**src/rtl/core/c32dt_pkg.sv**
```systemverilog
`default_nettype none
// ----------------------------------------------------------------------------
// c32dt_pkg
// shared constants and the byte reduction function for the crc-32 core
// ----------------------------------------------------------------------------
package c32dt_pkg;

    localparam logic [31:0] CRC_POLY   = 32'h04C1_1DB7;
    localparam int          TOP_SHIFT  = 24;
    localparam int          BYTE_SHIFT = 8;

    typedef logic [7:0]  t_byte;
    typedef logic [31:0] t_crc;

    // output stage handshake towards the core
    typedef struct packed {
        logic can_load;
    } t_out_ctrl;

    // reduction of one top byte, msb first, eight polynomial steps
    function automatic t_crc f_reduce_top(input t_byte top);
        t_crc v;
        v = t_crc'(top) << TOP_SHIFT;
        for (int k = 0; k < 8; k++) begin
            if (v[31]) begin
                v = (v << 1) ^ CRC_POLY;
            end else begin
                v = v << 1;
            end
        end
        return v;
    endfunction

endpackage
`default_nettype wire

```
**src/rtl/core/c32dt_step.sv**
```systemverilog
`default_nettype none
// ----------------------------------------------------------------------------
// c32dt_step
// one augmented table step: reduce the top byte and shift in the new byte
// ----------------------------------------------------------------------------
module c32dt_step (
    input  wire c32dt_pkg::t_crc  i_remainder,
    input  wire c32dt_pkg::t_byte i_data,
    input  wire logic             i_first,
    output c32dt_pkg::t_crc       o_remainder
);
    import c32dt_pkg::*;

    t_crc base;

    assign base        = i_first ? '0 : i_remainder;
    assign o_remainder = f_reduce_top(base[31:TOP_SHIFT])
                         ^ ((base << BYTE_SHIFT) | t_crc'(i_data));

endmodule
`default_nettype wire

```
**src/rtl/core/c32dt_out_reg.sv**
```systemverilog
`default_nettype none
// ----------------------------------------------------------------------------
// c32dt_out_reg
// result register on the master side, loaded when a last item completes
// ----------------------------------------------------------------------------
module c32dt_out_reg (
    input  wire logic                i_clk,
    input  wire logic                i_rst_n,
    input  wire c32dt_pkg::t_crc     i_checksum,
    input  wire logic                i_load,
    output c32dt_pkg::t_out_ctrl     o_ctrl,
    output logic                     o_m_tvalid,
    input  wire logic                i_m_tready,
    output c32dt_pkg::t_crc          o_m_tdata
);
    import c32dt_pkg::*;

    logic r_valid;
    t_crc r_data;

    assign o_ctrl.can_load = !r_valid || i_m_tready;
    assign o_m_tvalid      = r_valid;
    assign o_m_tdata       = r_data;

    always_ff @(posedge i_clk) begin
        if (!i_rst_n) begin
            r_valid <= 1'b0;
        end else if (o_ctrl.can_load) begin
            r_valid <= i_load;
        end
    end

    always_ff @(posedge i_clk) begin
        if (o_ctrl.can_load && i_load) begin
            r_data <= i_checksum;
        end
    end

endmodule
`default_nettype wire

```
**src/rtl/core/crc32_direct_table_stream_core.sv**
```systemverilog
`default_nettype none
// ----------------------------------------------------------------------------
// crc32_direct_table_stream_core
// crc-32 (poly 04c11db7, msb first, augmented, init zero) over a byte stream
// ----------------------------------------------------------------------------
// path: an accepted last item passes the input register, then the output register, to o_m_tvalid
// throughput: one item per cycle; the remainder update is a single table step
// a checksum waiting in the output register stalls only a following last item and the items behind it
// reset: synchronous, active low; clears the valid flags and the remainder
// ----------------------------------------------------------------------------
module crc32_direct_table_stream_core (
    input  wire logic            i_clk,
    input  wire logic            i_rst_n,
    input  wire logic            i_s_tvalid,
    output logic                 o_s_tready,
    input  wire c32dt_pkg::t_byte i_s_tdata,  // [7:0] data_byte
    input  wire logic            i_s_tuser,  // [0] first
    input  wire logic            i_s_tlast,  // last
    output logic                 o_m_tvalid,
    input  wire logic            i_m_tready,
    output c32dt_pkg::t_crc      o_m_tdata   // [31:0] checksum
);
    import c32dt_pkg::*;

    logic      r_in_valid;
    t_byte     r_in_data;
    logic      r_in_first;
    logic      r_in_last;
    t_crc      r_remainder;
    t_crc      n_remainder;
    logic      advance;
    t_out_ctrl out_ctrl;

    assign advance    = r_in_valid && (!r_in_last || out_ctrl.can_load);
    assign o_s_tready = !r_in_valid || advance;

    always_ff @(posedge i_clk) begin
        if (!i_rst_n) begin
            r_in_valid <= 1'b0;
        end else if (o_s_tready) begin
            r_in_valid <= i_s_tvalid;
        end
    end

    always_ff @(posedge i_clk) begin
        if (o_s_tready && i_s_tvalid) begin
            r_in_data  <= i_s_tdata;
            r_in_first <= i_s_tuser;
            r_in_last  <= i_s_tlast;
        end
    end

    always_ff @(posedge i_clk) begin
        if (!i_rst_n) begin
            r_remainder <= '0;
        end else if (advance) begin
            r_remainder <= n_remainder;
        end
    end

    c32dt_step u_step (
        .i_remainder (r_remainder),
        .i_data      (r_in_data),
        .i_first     (r_in_first),
        .o_remainder (n_remainder)
    );

    c32dt_out_reg u_out (
        .i_clk      (i_clk),
        .i_rst_n    (i_rst_n),
        .i_checksum (~n_remainder),
        .i_load     (advance && r_in_last),
        .o_ctrl     (out_ctrl),
        .o_m_tvalid (o_m_tvalid),
        .i_m_tready (i_m_tready),
        .o_m_tdata  (o_m_tdata)
    );

endmodule
`default_nettype wire

```
**config.mk**
```make
export PLATFORM = sky130hd
export DESIGN_NAME = crc32_direct_table_stream_core
export DESIGN_NICKNAME = d
export VERILOG_FILES = /design/src/rtl/core/c32dt_pkg.sv /design/src/rtl/core/c32dt_step.sv /design/src/rtl/core/c32dt_out_reg.sv /design/src/rtl/core/crc32_direct_table_stream_core.sv
export SDC_FILE = /design/constraint.sdc
export NUM_CORES = 1
export LEC_CHECK = 0
export ABC_AREA = 0
export BUFFER_PORTS_ARGS = -buffer_cell sky130_fd_sc_hd__buf_2
export CAP_MARGIN = 20
export CELL_PAD_IN_SITES_DETAIL_PLACEMENT = 1
export CELL_PAD_IN_SITES_GLOBAL_PLACEMENT = 2
export CORE_MARGIN = 2
export CORE_UTILIZATION = 23
export CTS_BUF_LIST = sky130_fd_sc_hd__clkbuf_4 sky130_fd_sc_hd__clkbuf_8
export DETAILED_ROUTE_END_ITERATION = 7
export HOLD_SLACK_MARGIN = 0.15
export PLACE_DENSITY = 0.51
export SLEW_MARGIN = 20
export SYNTH_ARGS = -nofsm -noshare
export SYNTH_HDL_FRONTEND = slang
export SYNTH_SLANG_ARGS = --single-unit
```
**constraint.sdc**
```tcl
create_clock -name i_clk -period 5.1 [get_ports i_clk]
set_input_delay 0.51 -clock i_clk [delete_from_list [all_inputs] [get_ports i_clk]]
set_output_delay 0.51 -clock i_clk [all_outputs]
set_load 0.05 [all_outputs]
```
# Yosys cells after proc, flatten, opt, wreduce, memory -nomap -nowiden
# Cells that the tools add are included.
op_classes:
  mux: 9
  bitwise: 11
  n_reduce_logical: 10
op_table:
  columns: ["op", "count"]
  rows:
  - ["27-bit 2-to-1 mux", 8]
  - ["14-bit inverter", 8]
  - ["32-bit 2-to-1 mux", 1]
  - ["32-bit inverter", 1]
  - ["32-bit by 8-bit bitwise OR with 32-bit output", 1]
  - ["32-bit XOR", 1]
  - ["1-bit logical AND", 4]
  - ["1-bit logical NOT", 3]
  - ["1-bit logical OR", 3]
totals:
  ff_bits: 76
  output_inout_bits: 34
  elab_cells: 37

# Depth between registers and ports, before layout
# Gate-level depths: netlist of run 1.
depth:
  depth_word: 19
  ltp_mapped: 7
  mapped_depth_nobuf: 5

# Hierarchy
# Synthesis of run 1 repeated with hierarchy kept, for this count alone.
unflattened:
  cells_unflattened: 335
  area_unflattened_um2: 3707.3
modules_own_cells:
  columns: ["module", "n_inst", "cells_per_inst", "area_per_inst_um2"]
  rows:
  - ["crc32_direct_table_stream_core", 1, 188, 1773.0]
  - ["c32dt_out_reg", 1, 37, 1018.5]
  - ["c32dt_step", 1, 110, 915.9]

# Worst setup path before layout of run 1
# No wires, ideal clock.
synth_timing:
  path_kind: "register -> register"
  start: "reg u_out.r_valid, in the netlist u_out.o_m_tvalid"
  end: "reg u_out.r_data[0], in the netlist u_out.o_m_tdata[0], enable pin"
  t_arrival_ps: 1509
  t_required_ps: 4708
  setup_slack_ps: 3199
  stages_incl_launch_ff: 3
  n_path_buf: 0
  synth_period_minus_slack_ps: 1901
  cell_sequence: "dfxtp_1 -> nand3b_1 -> and3_1"
synth_via:
  elab_chain_cells: 6
synth_lines:
  columns: ["item", "line_no", "rtl"]
  rows:
  - ["start, declared", "c32dt_out_reg.sv:18", "logic r_valid;"]
  - ["start signal, assigned", "c32dt_out_reg.sv:29", "r_valid <= i_load;"]
  - ["1-bit logical NOT (*)", "c32dt_out_reg.sv:21", "assign o_ctrl.can_load = !r_valid || i_m_tready;"]
  - ["1-bit logical OR (*)", "c32dt_out_reg.sv:21", null]
  - ["1-bit logical OR", "crc32_direct_table_stream_core.sv:34", "assign advance = r_in_valid && (!r_in_last || out_ctrl.can_load);"]
  - ["1-bit logical AND", "crc32_direct_table_stream_core.sv:34", null]
  - ["1-bit logical AND", "crc32_direct_table_stream_core.sv:72", ".i_load (advance && r_in_last),"]
  - ["1-bit logical AND (*)", "c32dt_out_reg.sv:34", "if (o_ctrl.can_load && i_load) begin"]
  - ["end signal, assigned", "c32dt_out_reg.sv:35", "r_data <= i_checksum;"]
  - ["end, declared", "c32dt_out_reg.sv:19", "t_crc r_data;"]
# Every way passes the cells marked *; elsewhere a longest branch is shown, timed or not.
# A chain may end at the register's enable or synchronous reset.

# Worst setup path in the final report of run 1
layout_timing:
  start: "reg r_in_first"
  end: "reg u_out.r_data[8], in the netlist u_out.o_m_tdata[8] (data pin)"
layout_via:
  elab_chain_cells: 16
  elab_cells_between_ends: 18
layout_lines:
  columns: ["item", "line_no", "rtl"]
  rows:
  - ["start, declared", "crc32_direct_table_stream_core.sv:27", "logic r_in_first;"]
  - ["start signal, assigned", "crc32_direct_table_stream_core.sv:48", "r_in_first <= i_s_tuser;"]
  - ["32-bit 2-to-1 mux (*)", "c32dt_step.sv:16", "assign base = i_first ? '0 : i_remainder;"]
  - ["27-bit 2-to-1 mux", "c32dt_pkg.sv:25", "if (v[31]) begin"]
  - ["14-bit inverter (no line)", null, null]
  - ["27-bit 2-to-1 mux (2 in series)", "c32dt_pkg.sv:25", null]
  - ["14-bit inverter (no line)", null, null]
  - ["27-bit 2-to-1 mux", "c32dt_pkg.sv:25", null]
  - ["14-bit inverter (no line)", null, null]
  - ["27-bit 2-to-1 mux (2 in series)", "c32dt_pkg.sv:25", null]
  - ["14-bit inverter (no line)", null, null]
  - ["27-bit 2-to-1 mux", "c32dt_pkg.sv:25", null]
  - ["14-bit inverter (no line)", null, null]
  - ["27-bit 2-to-1 mux", "c32dt_pkg.sv:25", null]
  - ["32-bit XOR (*)", "c32dt_step.sv:18", "^ ((base << BYTE_SHIFT) | t_crc'(i_data));"]
  - ["32-bit inverter (*)", "crc32_direct_table_stream_core.sv:71", ".i_checksum (~n_remainder),"]
  - ["named net u_out.i_checksum[8]", "c32dt_out_reg.sv:9", "input wire c32dt_pkg::t_crc i_checksum,"]
# Mark *: on every way through the listed nets, which the timed path passes. The rest lies on a longest branch.

==> results of run 1 <==
## per-stage QoR
step	instance area, um^2	setup WS [ps]	utilization	std cells
2_1_floorplan	3608	3199	-	320
3_3_place_gp	3991	2610	0.2616	556
3_5_place_dp	3991	2569	0.2616	556
4_1_cts	4188	2565	0.2745	572
5_1_grt	4192	2294	0.2747	572
6_report	4192	2653	0.2747	572
## critical path, stage by stage (launching register included)
cell      delay, ps
edfxtp_1        700
clkinv_1        800
nand3_1         380
and2_4          230
xnor2_1          70
## layout by cell type, fill, tap and decap left out, types with 3 or more instances in the layout
| cell type | n |
|---|---|
| a21oi_1 | 4 |
| o21a_1 | 13 |
| clkbuf_8 | 9 |
| edfxtp_1 | 42 |
| nand2_1 | 49 |
| or3_1 | 3 |
| nor2_1 | 28 |
| xnor3_1 | 9 |
| a211oi_1 | 6 |
| xnor2_1 | 34 |
| nand3_1 | 14 |
| buf_2 | 47 |
| and2_1 | 9 |
| xor2_1 | 18 |
| o21ai_0 | 9 |
| dfxtp_1 | 34 |
| o211ai_2 | 3 |
## Yosys cell counts (2+ instances only)
cell	instances
buf_2	3
nor2_1	28
buf_1	2
and2_1	9
nand3_1	14
dfxtp_1	34
clkbuf_1	13
o21ai_0	9
o21a_1	13
a21oi_1	5
nand2_1	49
or3_1	3
edfxtp_1	42
nor3_1	2
o211ai_2	3
xnor2_2	2
xnor3_1	9
xnor2_1	34
xnor2_4	2
nor2b_1	2
clkinv_1	2
buf_4	2
buf_6	4
xor2_1	18
a211oi_1	6
## power groups by stage
stage	clock (W)	combinational, W	sequential [W]
after detailed placement	0	0.0000817	0.000685
after CTS	0.000497	0.0000821	0.000670
final	0.000473	0.0000797	0.000670
after global placement	0	0.0000808	0.000684
after floorplan	0	0.0000489	0.000692
after global routing	0.000525	0.0000897	0.000672
## logic make-up after synthesis
family | count (synthesis) | synth area share
AO/OA/AOI/OAI | 38 | 0.07455
XOR/XNOR | 65 | 0.2067
buffers and inverters | 27 | 0.03953
flip-flops | 76 | 0.5381
AND/OR/NAND/NOR | 114 | 0.1411
## registers in the layout, summed over array words and instances, names as in the netlist
register and flops:
r_in_last 1, u_out.o_m_tdata 32, r_in_first 1, u_out.o_m_tvalid 1
r_remainder 32, r_in_valid 1, r_in_data 8
## metal layers
| metal | global-route usage | up-vias |
|---|---|---|
| met4 | 0.04987 | 0 |
| li1 | - | 1154 |
| met2 | 0.1752 | 29 |
| met3 | 0.03262 | 10 |
| met5 | 0 | - |
| met1 | 0.1507 | 1145 |
## final cells by class
cell class / count / area [um^2]
sequential: 76 / 1942
inverter: 3 / 11.26
clock inverter: 6 / 65.06
multi-input combinational: 217 / 1528
timing repair buffer: 49 / 250.2
tap: 211 / 264.0
fill: 1723 / 11070
clock buffer: 10 / 131.4
## worst max-delay path by stage
stage,startpoint,end,slack (ps)
floorplan,u_out.o_m_tvalid,u_out.o_m_tdata[0],3200
global placement,i_rst_n,r_remainder[5],2610
detailed placement,i_rst_n,r_remainder[5],2570
CTS,r_in_first,u_out.o_m_tdata[11],2560
global route,r_in_first,u_out.o_m_tdata[8],2290
finish,r_in_first,u_out.o_m_tdata[8],2650
==> summary.txt, run 1 <==
Timing
  – Final setup viols: 0
  – Hold slack: 314.1 ps
  – Final hold vios: 0
  – Final count of pins violating max slew: 0
  – Fmax: 408.6 MHz
  – RSZ-0062 raised after global routing: false
  – Final Skew: 13.32 ps
  – Final Critical Period: 2447 ps
  – Slew headroom: 0.4092
  – Setup TNS Final: 0 ps
  – Tightest Pin Transition: slightly below 900 ps
  – Final period util: 0.4799

CTS
  – CTS tree: done
  – Max Root-Sink Buffers: 2
  – Clock sink total: 76
  – Post-CTS resize count: 0
  – Root Driver: clkbuf_8
  – Hold-fix buffers, CTS: 0
  – Worst-skew pair later-pin latency: 370 ps
  – Post-CTS setup-driven buffer insertion count: 0
  – CTS buffer count: 9
  – H-tree depth: 3
  – Reg clk slew, reported paths: 90 ps

Floorplan
  – Die Area: 0.01671 mm^2
  – I/O pin cnt: 48
  – Site Rows: 45
  – Die Height: 129.3 um
  – Initial Util: 0.2365
  – Die X: approximately 130 um
  – Core Box Area: 0.01526 mm^2

Synth
  – Synth top area share: 0.3495
  – Mean Syn Cell Area: 11.28 um^2
  – Ys async rst share: 0
  – Cell area after synthesis: roughly 0.0036 mm^2
  – Yosys warns: 0
  – Number of synthesized flops with an enable pin: 42
  – Synth Net Count: 334
  – Leading area contributor after synthesis: edfxtp_1
  – Register area share after synthesis: 0.5381
  – Largest cells by area after synthesis: edfxtp_1 35%, dfxtp_1 19%, xnor2_1 8.3%, xnor3_1 5.6%, nand2_1 5.1%
  – Top FF cell, synth: edfxtp_1
  – Synth cell types: 35
  – Synthesized flop and latch total: 76
  – Gate Count Post-Synth: 320

Placement
  – Global placement routability congestion: 0.6915
  – Port bufs: 47
  – Final HPWL from detailed placement: 5.946 mm

Job
  – Max_cap viols: 0

Layout
  – Nets: 370
  – # diodes: 0
  – Layout cells sized above 1: 0.2133
  – Area Overhead vs Synth: 16.16%

Pwr
  – Internal power: 0.0009175 W
  – Switching Share: 0.2494
  – Net Switching: slightly above 0.0003 W
  – Total power: 0.001222 W
  – P_leak: 1.398 nW
  – VDD IR max: 98.76 uV
  – Power density cells: slightly below 300 mW/mm^2
  – Reg power frac: 0.548
  – Logic pwr share: 0.065
  – Clock Power Share: 0.387

Global routing
  – Initial antenna violation count: 0
  – First-pass GRT wire length: 13.93 mm
  – Largest net degree at the start of global routing: 50
  – GRT overflow: 0
  – All-layer global routing usage: 0.1144
  – Vias in the first global route: 2422

Detailed routing
  – Top layer in use: met4
  – DRT Pass-1 Iters: 4
  – DR WL/cell: around 15 um
  – # DRC: 0
  – WL met2: ~4.0 mm
  – Metal-1 WL: 4.184 mm
  – WL final: 8.638 mm
  – Via-per-instance ratio: 4.087
  – Length of routed met3 wiring: around 280 um
  – DRT iter0 DRCs: 91
  – Via Count: 2338
  – Post-DRT Antenna Nets: 0

Worst setup path
  – CP arrival: between 2000 and 3000 ps
  – CP Class: reg2reg
  – Type of origin of the critical path: flip-flop
  – Worst-path maximum fanout: 26
  – R2R Path Start: r_in_first
  – Critical Path RT: 5220 ps
  – Endpoint type of the worst setup path: flip-flop
  – R2R Path End: u_out.o_m_tdata[8]
  – R2R depth: 4
  – R2R setup slack: 2650 ps

Hold path
  – Hold depth: 1
  – Min-Delay Path Class: in2reg
  – Hold Path Origin: i_s_tdata[6]
  – Hold Path End: r_in_data[6]

Outcome
  – Outcome: finished clean
No activity file was read; power rests on OpenSTA's default activity.
==> run 2, diff against run 1 <==
==> constraint.sdc (replaced) <==
create_clock -name i_clk -period 2.5 [get_ports i_clk]
set_input_delay 0.25 -clock i_clk [delete_from_list [all_inputs] [get_ports i_clk]]
set_output_delay 0.25 -clock i_clk [all_outputs]
set_load 0.05 [all_outputs]
==> run 2 against run 1 <==
Final area up 5.1%. Non-clock buffer count up 22. First-iteration DRC count down 30%. Clock skew up 3.0 ps. Hold slack worse by 65 ps. Maximum frequency up 20%. Core utilization up 1.4 points. Sequential power up 100%. Critical path type unchanged. Combinational power up 150%. Sequential cell count unchanged. Largest cell class unchanged. Critical path depth up 1. Global-route usage up 0.32 points. Critical endpoint unchanged.
==> summary.txt, run 2 (synthesis gave the netlist of run 1 again) <==
Outcome
  – Outcome: finished clean (unchanged)

Placement
  – Final HPWL from detailed placement: 6.425 mm (was 5.946 mm)
  – Placed inst area: 0.004079 mm^2 (was 0.003991 mm^2)
  – Global placement routability congestion: 0.7014 (was 0.6915)
  – Port bufs: 47 (unchanged)
  – Placed cells: 566 (was 556)

Pwr
  – VDD IR max: 204.6 uV (was 98.76 uV)
  – Power density cells: 581.5 mW/mm^2 (was 291.6 mW/mm^2)
  – P_leak: 1.511 nW (was 1.398 nW)

Global routing
  – All-layer global routing usage: 0.1175 (was 0.1144)
  – GRT overflow: 0 (unchanged)
  – Initial antenna violation count: 0 (unchanged)
  – Vias in the first global route: 2541 (was 2422)
  – First-pass GRT wire length: 14.47 mm (was 13.93 mm)
  – Largest net degree at the start of global routing: 26 (was 50)

Timing
  – Final period util: 0.8128 (was 0.4799)
  – Final count of pins violating max slew: 0 (unchanged)
  – Setup TNS Final: 0 ps (unchanged)
  – Final hold vios: 0 (unchanged)
  – Slew headroom: 0.5945 (was 0.4092)
  – Final Skew: 16.31 ps (was 13.32 ps)
  – Final setup viols: 0 (unchanged)
  – Final Critical Period: 2032 ps (was 2447 ps)
  – Fmax: 492.1 MHz (was 408.6 MHz)
  – Hold slack: 249.1 ps (was 314.1 ps)
  – Tightest Pin Transition: 603.9 ps (was 880.8 ps)
  – RSZ-0062 raised after global routing: false (unchanged)

CTS
  – Max Root-Sink Buffers: 2 (unchanged)
  – Reg clk slew, reported paths: 90 ps (about the same)
  – CTS tree: done (unchanged)
  – CTS buffer count: 9 (unchanged)
  – Post-CTS resize count: 0 (unchanged)
  – Root Driver: clkbuf_8 (unchanged)
  – H-tree depth: 3 (unchanged)
  – Clock sink total: 76 (unchanged)
  – Worst-skew pair later-pin latency: 370 ps (about the same)

Floorplan
  – Die X: 129.3 um (unchanged)
  – Initial Util: 0.2365 (unchanged)
  – Site Rows: 45 (unchanged)
  – Core Box Area: 0.01526 mm^2 (unchanged)
  – Die Area: 0.01671 mm^2 (unchanged)
  – Die Height: 129.3 um (unchanged)
  – I/O pin cnt: 48 (unchanged)

Layout
  – Fin area: 0.004405 mm^2 (was 0.004192 mm^2)
  – # diodes: 0 (unchanged)
  – Most frequent cells in the layout: 49 x nand2_1, 47 x buf_2, 42 x edfxtp_1, 34 x xnor2_1, 34 x dfxtp_1 (unchanged)
  – Area Overhead vs Synth: 22.09% (was 16.16%)
  – Commonest non-fill, non-tap cell in the layout: nand2_1 (unchanged)
  – Nets: 392 (was 370)
  – Fin cells: 594 (was 572)
  – Layout cells sized above 1: 0.2245 (was 0.2133)
  – Final core area utilization: 0.2887 (was 0.2747)

Detailed routing
  – DRT iter0 DRCs: 64 (was 91)
  – Post-DRT Antenna Nets: 0 (unchanged)
  – Via Count: 2385 (was 2338)
  – Via-per-instance ratio: 4.015 (was 4.087)
  – # DRC: 0 (unchanged)
  – DR WL/cell: 15.38 um (was 15.10 um)
  – WL final: 9.138 mm (was 8.638 mm)
  – DRT Pass-1 Iters: 4 (unchanged)

Hold path
  – Min-Delay Path Class: in2reg (unchanged)

Worst setup path
  – Endpoint type of the worst setup path: flip-flop (unchanged)
  – CP Class: reg2reg (unchanged)
  – Type of origin of the critical path: flip-flop (unchanged)
  – Critical-path cell list: xnor2_2 > xor2_1 > or3_4 > and2_4 > xnor2_1 (was clkinv_1 > nand3_1 > and2_4 > xnor2_1)
  – CP arrival: 2160 ps (was 2570 ps)
  – Critical Path RT: 2630 ps (was 5220 ps)
  – Worst path max stage delay: 670 ps (was 800 ps)
  – Slowest CP cell: dfxtp_1 (was clkinv_1)
  – Worst-path maximum fanout: 7 (was 26)

Job
  – Max_cap viols: 0 (unchanged)
==> run 2: cell types whose count changed in the layout (fill, tap and decap cells not counted) <==
cell,delta
clkinv_4,-2
clkbuf_8,+2
a21oi_2,-1
dlygate4sd3_1,+12
buf_12,+1
a21oi_1,+1
buf_4,+9
==> run 2: cell type report <==
class                           instances  area (um^2)
Inverter                                3        11.26
Clock buffer                           12        158.9
Tap cell                              211        264.0
Multi-Input combinational cell        217         1524
Fill cell                            1718        10850
Clock inverter                          4        47.55
Sequential cell                        76         1942
Timing Repair Buffer                   71        457.9
==> run 2: what timing repair did <==
action,4_1_cts,5_1_grt
hold buffers,12,0
hold endpoints to repair,11,0
endpoints found under the setup margin,0,0
setup buffers,0,0
==> run 2: metrics by stage <==
step | power, W | setup slack (ps)
after floorplan | 0.001510 | 599.0
after global placement | 0.001578 | 442.7
after detailed placement | 0.001579 | 417.8
after CTS | 0.002610 | 403.9
after global routing | 0.002672 | 315.2
final | 0.002562 | 468.1
==> run 2: per-layer routing <==
| layer | routed length [um] | GRT usage |
|---|---|---|
| met5 | 0 | 0 |
| met4 | 158 | 0.04412 |
| met3 | 254 | 0.03097 |
| met2 | 4145 | 0.1827 |
| met1 | 4580 | 0.1573 |
==> run 2: worst max-delay path: cells and delay by family (launching register included) <==
kind	cells	cell delay, ps
simple gates	2	550
xor+xnor	3	580
flops	1	670
==> run 2: power by group <==
part	switching [W]	leakage (nW)	internal [W]	total [W]
clock network	0.000478	0.106	0.000524	0.00100
logic	0.000122	0.800	0.0000751	0.000197
registers	0.0000162	0.604	0.00135	0.00136
total	0.000616	1.51	0.00195	0.00256
==> run 2: path summary, 6_finish.rpt <==
check                           slack [ps]                  to  cells after the start             from
worst min register to register         490      r_remainder[4]                      2   r_remainder[4]
worst min-delay path                   250    u_out.o_m_tvalid                      3       i_m_tready
worst max register to register         470  u_out.o_m_tdata[8]                      5  r_remainder[31]
worst max-delay path                   470  u_out.o_m_tdata[8]                      5  r_remainder[31]
==> run 3, diff against run 2 <==
--- a/config.mk
+++ b/config.mk
@@ -5,7 +5,7 @@
 export SDC_FILE = /design/constraint.sdc
 export NUM_CORES = 1
 export LEC_CHECK = 0
-export ABC_AREA = 0
+export ABC_AREA = 1
 export BUFFER_PORTS_ARGS = -buffer_cell sky130_fd_sc_hd__buf_2
 export CAP_MARGIN = 20
 export CELL_PAD_IN_SITES_DETAIL_PLACEMENT = 1
@@ -15,7 +15,7 @@
 export CTS_BUF_LIST = sky130_fd_sc_hd__clkbuf_4 sky130_fd_sc_hd__clkbuf_8
 export DETAILED_ROUTE_END_ITERATION = 7
 export HOLD_SLACK_MARGIN = 0.15
-export PLACE_DENSITY = 0.51
+export PLACE_DENSITY = 0.54
 export SLEW_MARGIN = 20
 export SYNTH_ARGS = -nofsm -noshare
 export SYNTH_HDL_FRONTEND = slang
==> constraint.sdc (replaced) <==
create_clock -name i_clk -period 2 [get_ports i_clk]
set_input_delay 0.2 -clock i_clk [delete_from_list [all_inputs] [get_ports i_clk]]
set_output_delay 0.2 -clock i_clk [all_outputs]
set_load 0.05 [all_outputs]
==> run 3 against run 2 <==
Via count grew 25%. Highest routed layer unchanged. Largest cell class unchanged. Core utilization increased by 0.36 points. Sequential share of layout area fell by 1.8 points.
==> summary.txt, run 3 <==
Worst setup path
  – R2R Path End: u_out.o_m_tdata[7] (was u_out.o_m_tdata[8])
  – Critical Path RT: 2130 ps (was 2630 ps)
  – Worst path max stage delay: 460 ps (was 670 ps)
  – CP bufs+invs: 2 (was 0)
  – Critical Path Most Common Cell: nand2_1
  – Slowest CP cell: edfxtp_1 (was dfxtp_1)
  – Critical-path cell list: buf_6 > nor2_4 > nand2_1 > o21ai_2 > inv_1 > nand3_1 > nand2_1 > or2_1 > and2_1 (was xnor2_2 > xor2_1 > or3_4 > and2_4 > xnor2_1)
  – R2R depth: 9 (was 5)
  – Worst-path maximum fanout: 15 (was 7)
  – CP arrival: 1980 ps (was 2160 ps)
  – Endpoint type of the worst setup path: flip-flop (unchanged)
  – CP Class: reg2reg (unchanged)
  – R2R setup slack: 150 ps (was 470 ps)
  – Top delay family on crit path: simple AND/OR/NAND/NOR gates (was flip-flops)
  – R2R Path Start: r_in_first (was r_remainder[31])
  – Type of origin of the critical path: flip-flop (unchanged)

Timing
  – Fmax: 541.5 MHz (was 492.1 MHz)
  – Tightest Pin Transition: 884.5 ps (was 603.9 ps)
  – Final Skew: 9.501 ps (was 16.31 ps)
  – Slew headroom: 0.4097 (was 0.5945)
  – Final hold vios: 0 (unchanged)
  – Final period util: 0.9234 (was 0.8128)
  – Final count of pins violating max slew: 0 (unchanged)
  – Setup WS post-layout: 153.3 ps (was 468.1 ps)
  – Final Critical Period: 1847 ps (was 2032 ps)
  – Final setup viols: 0 (unchanged)

Synth
  – Synth top area share: 0.3430 (was 0.3495)
  – Largest cells by area after synthesis: edfxtp_1 34%, dfxtp_1 19%, nand2_1 7.5%, inv_1 6.8%, nand3_1 4.4% (was edfxtp_1 35%, dfxtp_1 19%, xnor2_1 8.3%, xnor3_1 5.6%, nand2_1 5.1%)
  – Register area share after synthesis: 0.5281 (was 0.5381)
  – Synthesized flop and latch total: 76 (unchanged)
  – Ys async rst share: 0 (unchanged)
  – Gate Count Post-Synth: 424 (was 320)
  – Synth cell types: 29 (was 35)
  – Mean Syn Cell Area: 8.673 um^2 (was 11.28 um^2)
  – Top FF cell, synth: edfxtp_1 (unchanged)
  – Yosys warns: 0 (unchanged)
  – Cell area after synthesis: 0.003677 mm^2 (was 0.003608 mm^2)
  – Commonest cells post-synth: 73 x nand2_1, 67 x inv_1, 42 x edfxtp_1 (was 49 x nand2_1, 42 x edfxtp_1, 34 x dfxtp_1, 34 x xnor2_1, 28 x nor2_1)
  – Synth Net Count: 438 (was 334)
  – Top-count cell post-synth: nand2_1 (unchanged)
  – Number of synthesized flops with an enable pin: 42 (unchanged)
  – Leading area contributor after synthesis: edfxtp_1 (unchanged)

Layout
  – Nets: 514 (was 392)
  – Layout cells sized above 1: 0.2238 (was 0.2245)
  – Sequential cell area: 0.001948 mm^2 (was 0.001942 mm^2)
  – Area of the multi-input gates: 0.001408 mm^2 (was 0.001524 mm^2)
  – # diodes: 0 (unchanged)
  – Area Overhead vs Synth: 25.38% (was 22.09%)
  – Commonest non-fill, non-tap cell in the layout: nand2_1 (unchanged)
  – Most frequent cells in the layout: 70 x nand2_1, 66 x inv_1, 47 x buf_2, 42 x edfxtp_1, 32 x nand3_1 (was 49 x nand2_1, 47 x buf_2, 42 x edfxtp_1, 34 x xnor2_1, 34 x dfxtp_1)
  – Fillers: 1900 (was 1718)

Detailed routing
  – DRT Pass-1 Iters: 4 (unchanged)
  – Post-DRT Antenna Nets: 0 (unchanged)
  – Via Count: 2977 (was 2385)
  – DRT iter0 DRCs: 120 (was 64)
  – Via-per-instance ratio: 4.129 (was 4.015)
  – # DRC: 0 (unchanged)
  – DR WL/cell: 14.99 um (was 15.38 um)
  – WL final: 10.81 mm (was 9.138 mm)

CTS
  – Worst-skew pair later-pin latency: 370 ps (about the same)
  – CTS tree: done (unchanged)
  – Max Root-Sink Buffers: 2 (unchanged)
  – CTS buffer count: 9 (unchanged)
  – Clock sink total: 76 (unchanged)
  – H-tree depth: 3 (unchanged)
  – Reg clk slew, reported paths: 80 ps (was 90 ps)
  – Root Driver: clkbuf_8 (unchanged)

Floorplan
  – Die Height: 130.4 um (was 129.3 um)
  – Die Area: 0.01702 mm^2 (was 0.01671 mm^2)
  – Core Box Area: 0.01577 mm^2 (was 0.01526 mm^2)
  – Initial Util: 0.2332 (was 0.2365)
  – Site Rows: 46 (was 45)
  – Die X: 130.4 um (was 129.3 um)
  – I/O pin cnt: 48 (unchanged)

Global routing
  – Largest net degree at the start of global routing: 41 (was 26)
  – Initial antenna violation count: 0 (unchanged)
  – First-pass GRT wire length: 16.97 mm (was 14.47 mm)
  – All-layer global routing usage: 0.1374 (was 0.1175)
  – GRT overflow: 0 (unchanged)
  – Vias in the first global route: 2993 (was 2541)

Pwr
  – Total power: 0.003680 W (was 0.002562 W)
  – Power density cells: 798.2 mW/mm^2 (was 581.5 mW/mm^2)
  – VDD IR max: 331.6 uV (was 204.6 uV)
  – P_leak: 1.966 nW (was 1.511 nW)

Placement
  – Place WS: 5.357 ps (was 417.8 ps)
  – Final HPWL from detailed placement: 7.941 mm (was 6.425 mm)
  – Global placement routability congestion: 0.8161 (was 0.7014)
  – Port bufs: 47 (unchanged)

Hold path
  – Hold Path Origin: i_rst_n (was i_m_tready)
  – Hold Path End: u_out.o_m_tvalid (unchanged)
  – Hold depth: 3 (unchanged)
  – Min-Delay Path Class: in2reg (unchanged)

Job
  – Max_cap viols: 0 (unchanged)

Outcome
  – Outcome: finished clean (unchanged)
## run 3: cell count changes after synthesis, sizes merged, moves of 9 or more
cell,delta
a21oi,+26
xnor3,-9
nand2,+30
o21a,-13
o21ai,+29
inv,+71
xnor2,-25
nand3,+19
## run 3: report_power, final
group	switching (W)	internal (W)
combinational	0.000496	0.000260
clock	0.000580	0.000518
sequential	0.0000587	0.00177
total	0.00113	0.00255
## run 3: worst max path at each step
| stage | start | endpoint | cells after the start |
|---|---|---|---|
| 2_1_floorplan | u_out.o_m_tvalid | u_out.o_m_tdata[0] | 6 |
| 5_1_grt | r_in_first | u_out.o_m_tdata[7] | 9 |
| 3_5_place_dp | r_in_first | u_out.o_m_tdata[8] | 8 |
| 3_3_place_gp | r_in_first | u_out.o_m_tdata[26] | 7 |
| 6_report | r_in_first | u_out.o_m_tdata[7] | 9 |
| 4_1_cts | r_in_first | u_out.o_m_tdata[8] | 8 |
## run 3: cell type report
type,instances,share of cell area
clock inverter,2,0.002442
inverter,72,0.06052
tap,216,0.05862
clock buffer,14,0.03501
timing repair buffer,80,0.1156
sequential,76,0.4225
multi-input combinational,261,0.3053
## run 3: through the flow
stage,cells,TNS [ps],cell area (um^2),hold slack (ps),util
after floorplan,424,0,3685,298.9,-
after global placement,693,0,4285,377.1,0.2717
after detailed placement,693,0,4285,378.7,0.2717
after CTS,721,0,4583,198.4,0.2906
after global routing,721,-0.6259,4611,225.1,0.2924
final,721,0,4611,203.5,0.2924
## run 3: kinds of logic after synthesis
kind of cell,Yosys count,share of synthesized area
simple gates,154,0.1865
buf+inv,87,0.09391
flops,76,0.5281
compound gates,75,0.1113
xor+xnor,32,0.08030
## run 3: metal layers
layer	GRT usage	vias up	share of wire
li1	-	1511	-
met1	0.1804	1403	0.50
met2	0.2193	50	0.45
met3	0.02932	13	0.032
met4	0.06008	0	0.019
met5	0	-	0
## run 3: worst reg2reg max path: cells and delay by family, from the launching register on
kind,cells,cell delay (ps)
and+or+nand+nor,6,700
AOI/OAI and AO/OA,1,120
DFF,1,460
buffers and inverters,2,320
## run 3: timing repair
item                                   in CTS  in global routing
pin swaps                                   0                  0
setup endpoints to repair                   2                  9
endpoints found under the hold margin      12                  0
buffers inserted                            0                  0
hold buffers                               12                  0
gates resized for setup                     2                 10
